`src/hdl/psfl_pkg.sv`:
```
// Shared types and constants for the power safety fault latch.
// Standalone package; every other file in hdl/ refers to it by scoped names.
`timescale 1ns / 1ps

package psfl_pkg;

   localparam int CUR_W       = 16;   // signed current, mA
   localparam int BUS_W       = 15;   // unsigned bus voltage, mV
   localparam int LIM_W       = 15;   // configuration register width
   localparam int CMP_W       = CUR_W + 1;
   localparam int CSR_IDX_W   = 2;
   localparam int REQ_DATA_W  = 32;
   localparam int RSP_DATA_W  = 40;

   localparam int EMA_SHIFT_DEF     = 6;
   localparam int AVG_FRAC_BITS_DEF = 8;

   localparam int QUEUE_DEPTH = 2;

   localparam logic [LIM_W-1:0] CURRENT_LIMIT_RST   = 15'd2000;
   localparam logic [LIM_W-1:0] BUS_MIN_RST         = 15'd4500;
   localparam logic [LIM_W-1:0] AVG_CURRENT_LIM_RST = 15'd1500;

   typedef enum logic [CSR_IDX_W-1:0] {
      CSR_CURRENT_LIMIT = 2'd0,
      CSR_BUS_MIN       = 2'd1,
      CSR_AVG_LIMIT     = 2'd2,
      CSR_UNUSED        = 2'd3
   } csr_index_type;

   typedef enum logic [1:0] {
      CMD_SAMPLE = 2'd0,
      CMD_ESTOP  = 2'd1,
      CMD_ARM    = 2'd2,
      CMD_CLEAR  = 2'd3
   } cmd_type;

   typedef enum logic [1:0] {
      FAULT_NONE        = 2'd0,
      FAULT_OVERCURRENT = 2'd1,
      FAULT_UNDERVOLT   = 2'd2,
      FAULT_ESTOP       = 2'd3
   } fault_type;

   // Classified command as it sits in the queue between front and back.
   typedef struct packed {
      cmd_type                  cmd;
      logic signed [CUR_W-1:0]  current;
      logic                     inst_oc;  // sample above the instantaneous limit
      logic                     bus_uv;   // nonzero bus below its minimum
   } item_type;

endpackage

```
`src/hdl/psfl_front.sv`:
```
// Front end: configuration registers, input acceptance and classification.
// Depends on psfl_pkg; pushes classified commands into psfl_queue.
`timescale 1ns / 1ps

module psfl_front (
   input  logic                               clock,
   input  logic                               reset,
   input  logic                               csr_valid,
   output logic                               csr_ready,
   input  logic [psfl_pkg::CSR_IDX_W-1:0]     csr_index,
   input  logic [psfl_pkg::LIM_W-1:0]         csr_data,
   input  logic                               req_tvalid,
   output logic                               req_tready,
   input  logic [psfl_pkg::REQ_DATA_W-1:0]    req_tdata,
   input  logic [1:0]                         req_tuser,
   input  logic                               queue_full,
   output logic                               push_valid,
   output psfl_pkg::item_type                 push_item,
   output logic [psfl_pkg::LIM_W-1:0]         avg_limit
);

   logic [psfl_pkg::LIM_W-1:0] cur_limit_ff, cur_limit_in;
   logic [psfl_pkg::LIM_W-1:0] bus_min_ff, bus_min_in;
   logic [psfl_pkg::LIM_W-1:0] avg_limit_ff, avg_limit_in;
   logic                       csr_write;
   logic signed [psfl_pkg::CUR_W-1:0] current;
   logic [psfl_pkg::BUS_W-1:0]        bus_mv;

   assign csr_ready = 1'b1;
   assign csr_write = csr_valid && csr_ready;

   always_comb begin
      cur_limit_in = cur_limit_ff;
      bus_min_in   = bus_min_ff;
      avg_limit_in = avg_limit_ff;
      if (csr_write) begin
         case (psfl_pkg::csr_index_type'(csr_index))
            psfl_pkg::CSR_CURRENT_LIMIT: cur_limit_in = csr_data;
            psfl_pkg::CSR_BUS_MIN:       bus_min_in   = csr_data;
            psfl_pkg::CSR_AVG_LIMIT:     avg_limit_in = csr_data;
            default: ;
         endcase
      end
   end

   always_ff @(posedge clock) begin
      if (reset) begin
         cur_limit_ff <= psfl_pkg::CURRENT_LIMIT_RST;
         bus_min_ff   <= psfl_pkg::BUS_MIN_RST;
         avg_limit_ff <= psfl_pkg::AVG_CURRENT_LIM_RST;
      end else begin
         cur_limit_ff <= cur_limit_in;
         bus_min_ff   <= bus_min_in;
         avg_limit_ff <= avg_limit_in;
      end
   end

   assign avg_limit = avg_limit_ff;

   assign current = req_tdata[psfl_pkg::CUR_W-1:0];
   assign bus_mv  = req_tdata[psfl_pkg::CUR_W +: psfl_pkg::BUS_W];

   assign req_tready = !queue_full;
   assign push_valid = req_tvalid && req_tready;

   always_comb begin
      push_item.cmd     = psfl_pkg::cmd_type'(req_tuser);
      push_item.current = current;
      push_item.inst_oc = $signed({current[psfl_pkg::CUR_W-1], current})
                          > $signed({2'b00, cur_limit_ff});
      push_item.bus_uv  = (bus_mv != '0) && (bus_mv < bus_min_ff);
   end

endmodule

```
`src/hdl/psfl_queue.sv`:
```
// Short FIFO of classified commands between the front and back ends.
// Depends on psfl_pkg for the entry type and depth.
`timescale 1ns / 1ps

module psfl_queue (
   input  logic                clock,
   input  logic                reset,
   input  logic                push_valid,
   input  psfl_pkg::item_type  push_item,
   output logic                full,
   output logic                pop_valid,
   output psfl_pkg::item_type  pop_item,
   input  logic                pop
);

   localparam int DEPTH = psfl_pkg::QUEUE_DEPTH;
   localparam int PTR_W = (DEPTH > 1) ? $clog2(DEPTH) : 1;
   localparam int CNT_W = $clog2(DEPTH + 1);

   psfl_pkg::item_type entry_ff [DEPTH];
   logic [PTR_W-1:0] wr_ptr_ff, wr_ptr_in;
   logic [PTR_W-1:0] rd_ptr_ff, rd_ptr_in;
   logic [CNT_W-1:0] count_ff, count_in;
   logic             do_push, do_pop;

   assign full      = (count_ff == CNT_W'(DEPTH));
   assign pop_valid = (count_ff != '0);
   assign pop_item  = entry_ff[rd_ptr_ff];
   assign do_push   = push_valid && !full;
   assign do_pop    = pop && pop_valid;

   always_comb begin
      wr_ptr_in = wr_ptr_ff;
      rd_ptr_in = rd_ptr_ff;
      count_in  = count_ff;
      if (do_push) begin
         wr_ptr_in = (wr_ptr_ff == PTR_W'(DEPTH - 1)) ? '0 : wr_ptr_ff + 1'b1;
      end
      if (do_pop) begin
         rd_ptr_in = (rd_ptr_ff == PTR_W'(DEPTH - 1)) ? '0 : rd_ptr_ff + 1'b1;
      end
      if (do_push && !do_pop) begin
         count_in = count_ff + 1'b1;
      end else if (do_pop && !do_push) begin
         count_in = count_ff - 1'b1;
      end
   end

   always_ff @(posedge clock) begin
      if (reset) begin
         wr_ptr_ff <= '0;
         rd_ptr_ff <= '0;
         count_ff  <= '0;
      end else begin
         wr_ptr_ff <= wr_ptr_in;
         rd_ptr_ff <= rd_ptr_in;
         count_ff  <= count_in;
      end
   end

   always_ff @(posedge clock) begin
      if (do_push) begin
         entry_ff[wr_ptr_ff] <= push_item;
      end
   end

endmodule

```
`src/hdl/psfl_back.sv`:
```
// Back end: fault latch, servo/LED state, current average and response register.
// Depends on psfl_pkg; drains psfl_queue one command per cycle unless rsp stalls.
`timescale 1ns / 1ps

module psfl_back #(
   parameter int EMA_SHIFT     = psfl_pkg::EMA_SHIFT_DEF,
   parameter int AVG_FRAC_BITS = psfl_pkg::AVG_FRAC_BITS_DEF
) (
   input  logic                             clock,
   input  logic                             reset,
   input  logic                             item_valid,
   input  psfl_pkg::item_type               item,
   output logic                             item_pop,
   input  logic [psfl_pkg::LIM_W-1:0]       avg_limit,
   output logic                             rsp_tvalid,
   input  logic                             rsp_tready,
   output logic [psfl_pkg::RSP_DATA_W-1:0]  rsp_tdata
);

   localparam int CUR_W  = psfl_pkg::CUR_W;
   localparam int AVG_W  = CUR_W + AVG_FRAC_BITS;
   localparam int DIFF_W = AVG_W + 1;

   psfl_pkg::fault_type      fault_ff, fault_in;
   logic signed [AVG_W-1:0]  avg_ff, avg_in;
   logic signed [CUR_W-1:0]  last_ff, last_in;
   logic                     servo_ff, servo_in;
   logic                     led_ff, led_in;
   logic                     rsp_valid_ff, rsp_valid_in;
   logic [psfl_pkg::RSP_DATA_W-1:0] rsp_data_ff, rsp_data_in;

   logic signed [DIFF_W-1:0] x_wide, diff, step;
   logic signed [AVG_W-1:0]  avg_new;
   logic signed [CUR_W-1:0]  avg_int_new, avg_int_old, avg_int_out;
   logic                     avg_oc;
   logic                     trip_req, trip, oc_event, refused, is_sample;
   psfl_pkg::fault_type      trip_code;

   assign item_pop = item_valid && (!rsp_valid_ff || rsp_tready);

   // avg += floor((x - avg) / 2^EMA_SHIFT), x = current scaled to the fraction bits
   assign x_wide      = DIFF_W'(item.current) <<< AVG_FRAC_BITS;
   assign diff        = x_wide - DIFF_W'(avg_ff);
   assign step        = diff >>> EMA_SHIFT;
   assign avg_new     = avg_ff + AVG_W'(step);
   assign avg_int_new = avg_new[AVG_W-1:AVG_FRAC_BITS];
   assign avg_int_old = avg_ff[AVG_W-1:AVG_FRAC_BITS];
   assign avg_oc      = $signed({avg_int_new[CUR_W-1], avg_int_new})
                        > $signed({2'b00, avg_limit});

   always_comb begin
      trip_req  = 1'b0;
      trip_code = psfl_pkg::FAULT_NONE;
      oc_event  = 1'b0;
      refused   = 1'b0;
      is_sample = 1'b0;
      fault_in  = fault_ff;
      servo_in  = servo_ff;
      led_in    = led_ff;
      case (item.cmd)
         psfl_pkg::CMD_SAMPLE: begin
            is_sample = 1'b1;
            if (item.inst_oc) begin
               oc_event  = 1'b1;
               trip_req  = 1'b1;
               trip_code = psfl_pkg::FAULT_OVERCURRENT;
            end else if (item.bus_uv) begin
               trip_req  = 1'b1;
               trip_code = psfl_pkg::FAULT_UNDERVOLT;
            end else if (avg_oc) begin
               trip_req  = 1'b1;
               trip_code = psfl_pkg::FAULT_OVERCURRENT;
            end
         end
         psfl_pkg::CMD_ESTOP: begin
            trip_req  = 1'b1;
            trip_code = psfl_pkg::FAULT_ESTOP;
         end
         psfl_pkg::CMD_ARM: begin
            if (fault_ff != psfl_pkg::FAULT_NONE) begin
               refused = 1'b1;
            end else begin
               servo_in = 1'b1;
            end
         end
         psfl_pkg::CMD_CLEAR: begin
            if (fault_ff == psfl_pkg::FAULT_ESTOP) begin
               refused = 1'b1;
            end else begin
               fault_in = psfl_pkg::FAULT_NONE;
               led_in   = 1'b0;
            end
         end
         default: ;
      endcase
      // only the first fault is latched
      trip = trip_req && (fault_ff == psfl_pkg::FAULT_NONE);
      if (trip) begin
         fault_in = trip_code;
         servo_in = 1'b0;
         led_in   = 1'b1;
      end
   end

   assign last_in     = is_sample ? item.current : last_ff;
   assign avg_in      = is_sample ? avg_new : avg_ff;
   assign avg_int_out = is_sample ? avg_int_new : avg_int_old;

   always_comb begin
      rsp_data_in = {1'b0, avg_int_out, last_in, refused, led_in, servo_in,
                     oc_event, trip, fault_in};
      rsp_valid_in = rsp_valid_ff;
      if (item_pop) begin
         rsp_valid_in = 1'b1;
      end else if (rsp_tready) begin
         rsp_valid_in = 1'b0;
      end
   end

   always_ff @(posedge clock) begin
      if (reset) begin
         fault_ff     <= psfl_pkg::FAULT_NONE;
         avg_ff       <= '0;
         last_ff      <= '0;
         servo_ff     <= 1'b0;
         led_ff       <= 1'b0;
         rsp_valid_ff <= 1'b0;
      end else begin
         rsp_valid_ff <= rsp_valid_in;
         if (item_pop) begin
            fault_ff <= fault_in;
            avg_ff   <= avg_in;
            last_ff  <= last_in;
            servo_ff <= servo_in;
            led_ff   <= led_in;
         end
      end
   end

   always_ff @(posedge clock) begin
      if (item_pop) begin
         rsp_data_ff <= rsp_data_in;
      end
   end

   assign rsp_tvalid = rsp_valid_ff;
   assign rsp_tdata  = rsp_data_ff;

endmodule

```
`src/hdl/power_safety_fault_latch_top.sv`:
```
// Top level of the power safety fault latch: front end, command queue, back end.
// Depends on psfl_pkg, psfl_front, psfl_queue and psfl_back.
//
//   channel  dir  handshake              payload
//   req_     in   req_tvalid/req_tready  tdata: current, bus_mv; tuser: command
//   rsp_     out  rsp_tvalid/rsp_tready  tdata: fault_code .. avg_current
//   csr_     in   csr_valid/csr_ready    csr_index, csr_data
//
// One command per cycle sustained while rsp_tready is high; a response passes
// through a queue entry, then the response register. The combinational back-end
// update (average add/shift/compare and fault latch) sets the rate. Synchronous
// active-high reset clears all state but the queue entries and response data,
// and loads the default limits. A stalled response backs up into the two-entry
// queue; req_tready drops only when the queue is full. csr_ready is always high.
`timescale 1ns / 1ps

module power_safety_fault_latch_top #(
   parameter int EMA_SHIFT     = psfl_pkg::EMA_SHIFT_DEF,
   parameter int AVG_FRAC_BITS = psfl_pkg::AVG_FRAC_BITS_DEF
) (
   input  logic                             clock,
   input  logic                             reset,
   input  logic                             req_tvalid,
   output logic                             req_tready,
   // [15:0] current, [30:16] bus_mv, [31] zero
   input  logic [psfl_pkg::REQ_DATA_W-1:0]  req_tdata,
   // [1:0] command
   input  logic [1:0]                       req_tuser,
   output logic                             rsp_tvalid,
   input  logic                             rsp_tready,
   // [1:0] fault_code, [2] trip_now, [3] overcurrent_event, [4] servo_enable,
   // [5] fault_led, [6] command_status, [22:7] last_current,
   // [38:23] avg_current, [39] zero
   output logic [psfl_pkg::RSP_DATA_W-1:0]  rsp_tdata,
   input  logic                             csr_valid,
   output logic                             csr_ready,
   input  logic [psfl_pkg::CSR_IDX_W-1:0]   csr_index,
   input  logic [psfl_pkg::LIM_W-1:0]       csr_data
);

   logic                       push_valid, queue_full, pop_valid, pop;
   psfl_pkg::item_type         push_item, pop_item;
   logic [psfl_pkg::LIM_W-1:0] avg_limit;

   psfl_front u_front (
      .clock      (clock),
      .reset      (reset),
      .csr_valid  (csr_valid),
      .csr_ready  (csr_ready),
      .csr_index  (csr_index),
      .csr_data   (csr_data),
      .req_tvalid (req_tvalid),
      .req_tready (req_tready),
      .req_tdata  (req_tdata),
      .req_tuser  (req_tuser),
      .queue_full (queue_full),
      .push_valid (push_valid),
      .push_item  (push_item),
      .avg_limit  (avg_limit)
   );

   psfl_queue u_queue (
      .clock      (clock),
      .reset      (reset),
      .push_valid (push_valid),
      .push_item  (push_item),
      .full       (queue_full),
      .pop_valid  (pop_valid),
      .pop_item   (pop_item),
      .pop        (pop)
   );

   psfl_back #(
      .EMA_SHIFT     (EMA_SHIFT),
      .AVG_FRAC_BITS (AVG_FRAC_BITS)
   ) u_back (
      .clock      (clock),
      .reset      (reset),
      .item_valid (pop_valid),
      .item       (pop_item),
      .item_pop   (pop),
      .avg_limit  (avg_limit),
      .rsp_tvalid (rsp_tvalid),
      .rsp_tready (rsp_tready),
      .rsp_tdata  (rsp_tdata)
   );

endmodule

```
`config.mk`:
```
export PLATFORM = sky130hd
export DESIGN_NAME = power_safety_fault_latch_top
export DESIGN_NICKNAME = d
export VERILOG_FILES = /design/src/hdl/psfl_pkg.sv /design/src/hdl/psfl_front.sv /design/src/hdl/psfl_queue.sv /design/src/hdl/psfl_back.sv /design/src/hdl/power_safety_fault_latch_top.sv
export SDC_FILE = /design/constraint.sdc
export NUM_CORES = 1
export LEC_CHECK = 0
export ABC_CLOCK_PERIOD_IN_PS = 6700
export BUFFER_PORTS_ARGS = -buffer_cell sky130_fd_sc_hd__buf_2
export CELL_PAD_IN_SITES_DETAIL_PLACEMENT = 0
export CELL_PAD_IN_SITES_GLOBAL_PLACEMENT = 1
export CORE_ASPECT_RATIO = 1.4
export CORE_UTILIZATION = 43
export CTS_BUF_LIST = sky130_fd_sc_hd__clkbuf_8
export DETAILED_ROUTE_END_ITERATION = 8
export PLACE_DENSITY_LB_ADDON = 0.1
export SKIP_CTS_REPAIR_TIMING = 1
export SLEW_MARGIN = 0
export SYNTH_ARGS = -nofsm -noshare
export SYNTH_HDL_FRONTEND = slang
export SYNTH_SLANG_ARGS = --single-unit
```
`constraint.sdc`:
```
create_clock -name clock -period 6.7 [get_ports clock]
set_input_delay 0.335 -clock clock [delete_from_list [all_inputs] [get_ports clock]]
set_output_delay 0.335 -clock clock [all_outputs]
set_load 0.03 [all_outputs]
```
; ---- Yosys cells after proc, flatten, opt, wreduce, memory -nomap -nowiden
; Memory sizes are Yosys's and may differ from the RTL's. A register that Yosys moved wholly into a read port is not among the register bits.
; Cells that the tools add are included.
[op_classes]
n_addsub = 6
n_lt_le_gt_ge = 3
n_mux = 34
reduce_logical = 25
eq_ne = 7
[ops]
columns = cell, count
row1 = > comparator 16 bit, 2
row2 = two-way mux 16 bit, 2
row3 = subtractor 24 x 24 -> 25 bit, 1
row4 = adder 24 x 19 -> 24 bit, 1
row5 = two-way mux 1 bit, 22
row6 = less-than comparator 15 bit, 1
row7 = nonzero test 15 bit, 1
row8 = two-way mux 2 bit, 7
row9 = equality test 2 bit (second input constant), 5
row10 = logical AND 1 bit, 8
row11 = AND reduction 2 bit, 4
row12 = nonzero test 2 bit, 4
row13 = zero test 2 bit, 3
row14 = equality test 2 x 1 -> 1 bit (second input constant), 2
row15 = zero test 1 bit, 4
row16 = one-hot mux 1 bit (2 select lines), 2
row17 = one-hot mux 2 bit (2 select lines), 1
row18 = adder 1 bit (second input constant), 2
row19 = adder 2 x 1 -> 2 bit (second input constant), 1
row20 = subtractor 2 x 1 -> 2 bit (second input constant), 1
row21 = logical OR 1 bit, 1
[totals]
elab_cells = 90
output_inout_bits = 43
register_bits = 133
ramBits = 40
memories = 1
[memory_table]
columns = name, words, width, rd, rd_ports_with_merged_regs, write_ports, line
row1 = u_queue.entry_ff, 2, 20, 1, 1, 1, psfl_queue.sv:20  ; psfl_pkg::item_type entry_ff [DEPTH];

; ---- Longest topological paths before layout
[depth]
ltp_word = 9
mapped_depth = 31

; ---- Modules after synthesis
; Synthesis repeated with hierarchy kept, for this count alone.
[hier_totals]
hier_cells = 1022
area_unflattened_um2 = 9645.5
[by_module_without_submodules]
columns = mod, seq_area_each_um2, area_each_um2, cells_per_inst, instances
row1 = psfl_back, 2072.0, 5490.3, 619, 1
row2 = psfl_front, 900.9, 2498.6, 316, 1
row3 = psfl_queue, 1301.2, 1656.6, 87, 1

; ---- Least setup slack after synthesis
; Ideal clock, no wire load.
[synth_path]
kind = register to register
start = reg (tool-made name)
end = reg u_back.rsp_data_ff (netlist bit u_back.rsp_tdata[5]) (data pin)
n_path_buf = 3
t_arrival_ns = 6.188
slack_ns = 0.256
stages_incl_launch_ff = 28
synth_period_minus_slack_ns = 6.444
cell_sequence = dfxtp_1 clkbuf_1 clkbuf_1 buf_1 mux2i_1 inv_1 ha_1 and2_1 a22oi_1 nand3_1 a41oi_1 a21oi_1 nor2_1 o21bai_1 xor2_1 ha_1 and3_1 nand3_1 or3_1 nand2_1 a31oi_1 o211ai_1 ha_1 a2111oi_0 nand3_1 o21ai_0 o21ai_2 a22o_1
[synth_rtl]
columns = item, line
row1 = end signal: assignment, psfl_back.sv:142  ; rsp_data_ff <= rsp_data_in;
row2 = end: declaration, psfl_back.sv:30  ; logic [psfl_pkg::RSP_DATA_W-1:0] rsp_data_ff, rsp_data_in;

==> flow_summary.ini <==
[status]
status = finished, final reports clean

[die]
dieArea_um2 = 23300
fp.dieH_um = 180
rows = 64
die_w_um = 129
initial_utilization = 0.443
ioPinCount = 99
core_um2 = 22000

[worst_hold_path]
hp-class = in -> reg

[sta]
finalMaxSlewViolations = 0
tns_ns = 0
setup-violations-final = 0
hold_violations = 0
min_period_ns = 6.10
max_slew_margin = 0.268
worstMarginPinSlew_ns = 1.09
max_clock_freq_ghz = 0.164
min_period_over_period = 0.910
fin_worst_skew_ns = 0.0125

[global_route]
grt_max_degree = 60
grt.overflow.total = 0
antenna_found_initial = 0
grt_pass1_vias = 7360
grt_use_total = 0.215
grt_pass1_wl_um = 38000

[critical_path]
cp-start-kind = flop
crit_end = u_back.rsp_tdata[5]
critPathKind = reg -> reg
worst_r2r_path_depth = 24
rrSetupSlack_ns = 0.60
required_ns = 6.94
r2r-end = u_back.rsp_tdata[5]
cp.arrival_ns = 6.34
cp-end-kind = flop
cp_max_fo = 9

[flow_run]
maxCapViolations = 0

[placement]
hpwlAfterDp_um = 18100
portBuffers = 95
dp.cells = 1405
gp_congestion = 0.903

[cells_and_area]
multiInputGateArea_um2 = 4990
diodes = 0
final_cell_mix = 135 x nand2_1, 96 x inv_1, 94 x buf_2, 94 x dfxtp_1, 88 x ha_1
area.growth.synth_to_final_pct = 11.6
drive_gt1_frac = 0.139
final_common_cell = nand2_1
nets = 1273
finalNonFillerCells = 1438
fill_cells = 2206
seq_area_um2 = 4280

[logic_synthesis]
yosys-top-cells-area = edfxtp_1 24%, dfxtp_1 19%, ha_1 11%, nand2_1 5.2%, a21oi_1 4.4%
ys.flop_type = dfxtp_1
synthCells = 1047
async_reset_ff_frac = 0
yosysTopAreaCell = edfxtp_1
syn_avg_cell_area_um2 = 9.32
netlist_area_um2 = 9760
syn-num-nets = 1192
synth_top_area_frac = 0.243
synth-seq-cells = 174
yosysWarnings = 0
yosysSeqAreaShare = 0.438
synth_edf_count = 79
synth_cell_types = 66

[clock_tree]
clockRootBuffer = clkbuf_8
clk_path_buf_depth = 2
cts_tree = built
clk_pin_slew_ns = 0.10
h-tree-depth = 4
cts.sinks = 174
cts_buffers = 17
insertion_delay_ns = 0.48

[routing]
ant_nets = 0
drc_errors = 0
wl_per_cell_um = 16.4
vias = 7491
drt_wl_total_um = 23600
drt_iter0_drc = 284
first_pass_iters = 5
vias_per_cell = 5.21

[power_and_ir_drop]
ir_drop_uv = 165
cellLeakagePower_nw = 4.46
p_per_area_nw_per_um2 = 513
==> worst min-delay path by stage <==
| stage | start | endpoint | slack, ns | depth (start not counted) |
|---|---|---|---|---|
| after floorplan | req_tdata[8] | u_queue.entry_ff[0][10] | 0.43 | 0 |
| after global placement | u_front.cur_limit_ff[11] | u_front.cur_limit_ff[11] | 0.44 | 2 |
| after detailed placement | u_front.cur_limit_ff[11] | u_front.cur_limit_ff[11] | 0.45 | 2 |
| after CTS | req_tuser[1] | u_queue.entry_ff[1][19] | -0.001 | 1 |
| after global routing | req_tuser[0] | u_queue.entry_ff[1][18] | 0.02 | 1 |
| final | req_tuser[1] | u_queue.entry_ff[1][19] | 0.04 | 1 |
==> layout make-up <==
type,count,share of cell area
flip-flops and latches,174,0.392
clock buffers,17,0.0215
well taps,297,0.0341
clock inverters,15,0.0125
repair buffers,101,0.0480
inverters,96,0.0331
multi-input cells,738,0.458
==> kinds of logic after synthesis <==
logic type	synth area share
AOI/OAI and AO/OA	0.176
other	0.000769
xor gates and xnor gates	0.0337
and+or+nand+nor	0.147
buffers and inverters	0.0531
DFF	0.438
adders and majority gates	0.115
muxes	0.0365
==> metrics by stage <==
stage | hold slack [ns] | worst slack, ns | cell area [um^2] | utilization | total power, mW
3_3_place_gp | 0.443 | 0.341 | 10500 | 0.477 | 4.89
3_5_place_dp | 0.447 | 0.256 | 10500 | 0.477 | 4.90
5_1_grt | 0.0152 | -0.0176 | 10900 | 0.495 | 6.08
6_report | 0.0419 | 0.601 | 10900 | 0.495 | 5.59
4_1_cts | -0.000995 | 0.249 | 10900 | 0.494 | 5.63
2_1_floorplan | 0.434 | 0.256 | 9760 | - | 4.05
==> registers in the layout, indices dropped and copies added, names as in the netlist, 2 cells and up, named ones only <==
| register | count |
|---|---|
| u_back.rsp_tdata | 39 |
| u_back.avg_ff | 24 |
| u_queue.entry_ff | 40 |
| u_front.bus_min_ff | 15 |
| u_front.avg_limit | 15 |
| u_back.last_ff | 16 |
| u_queue.count_ff | 2 |
| u_front.cur_limit_ff | 15 |
| u_back.fault_ff | 2 |
==> Yosys cell counts, types with 3 or more instances <==
cell type and instances:
nor3_1 12, dfxtp_1 95, mux2_2 13, ha_1 88, nand4_1 9, buf_1 6, clkbuf_1 28, o21ai_1 5
a2111oi_0 3, a311oi_1 4, and3_1 8, xor2_1 11, a31oi_1 6, edfxtp_1 79, o21a_1 14, o211ai_1 7
nor2b_1 10, a211oi_1 23, and2_1 6, nand3b_1 3, xnor2_1 24, o31ai_1 6, o21ai_0 46, a21o_1 17
a21oi_1 85, nand3_1 18, o21bai_1 5, or3_1 6, nand2b_1 7, nor3b_1 6, nor2_1 78, nor4_1 5
mux2i_1 21, buf_2 3, nand2_1 136, a211o_1 21, inv_1 95
==> critical path: stages, from the launching register on <==
cell       delay [ns]
dfxtp_2          0.50
mux2i_2          0.32
inv_1            0.07
ha_1             0.31
and2_1           0.19
a22oi_1          0.25
nand3_1          0.14
a41oi_1          0.33
a21oi_1          0.17
nor2_1           0.17
o21bai_1         0.11
xor2_1           0.15
ha_1             0.40
and3_1           0.25
nand3_1          0.08
or3_1            0.37
nand2_1          0.16
a31oi_1          0.14
o211ai_1         0.32
ha_1             0.33
a2111oi_1        0.39
nand3_1          0.11
o21ai_1          0.21
o21ai_2          0.14
a22o_1           0.24
==> metal layers <==
metal	vias to the layer above	share of wire	track usage	wire (um)
li1	3888	-	-	-
met1	3427	0.43	0.254	10200
met2	143	0.52	0.384	12200
met3	33	0.027	0.0347	632
met4	0	0.023	0.0786	544
met5	-	0	0	0
==> report_power, final <==
group          leakage [nW]  internal, mW  switching (mW)
logic                  2.74          1.22            2.08
clock network         0.182         0.298           0.411
registers              1.53          1.45           0.131
total                  4.46          2.97            2.62
No activity file was read; power rests on OpenSTA's default activity.
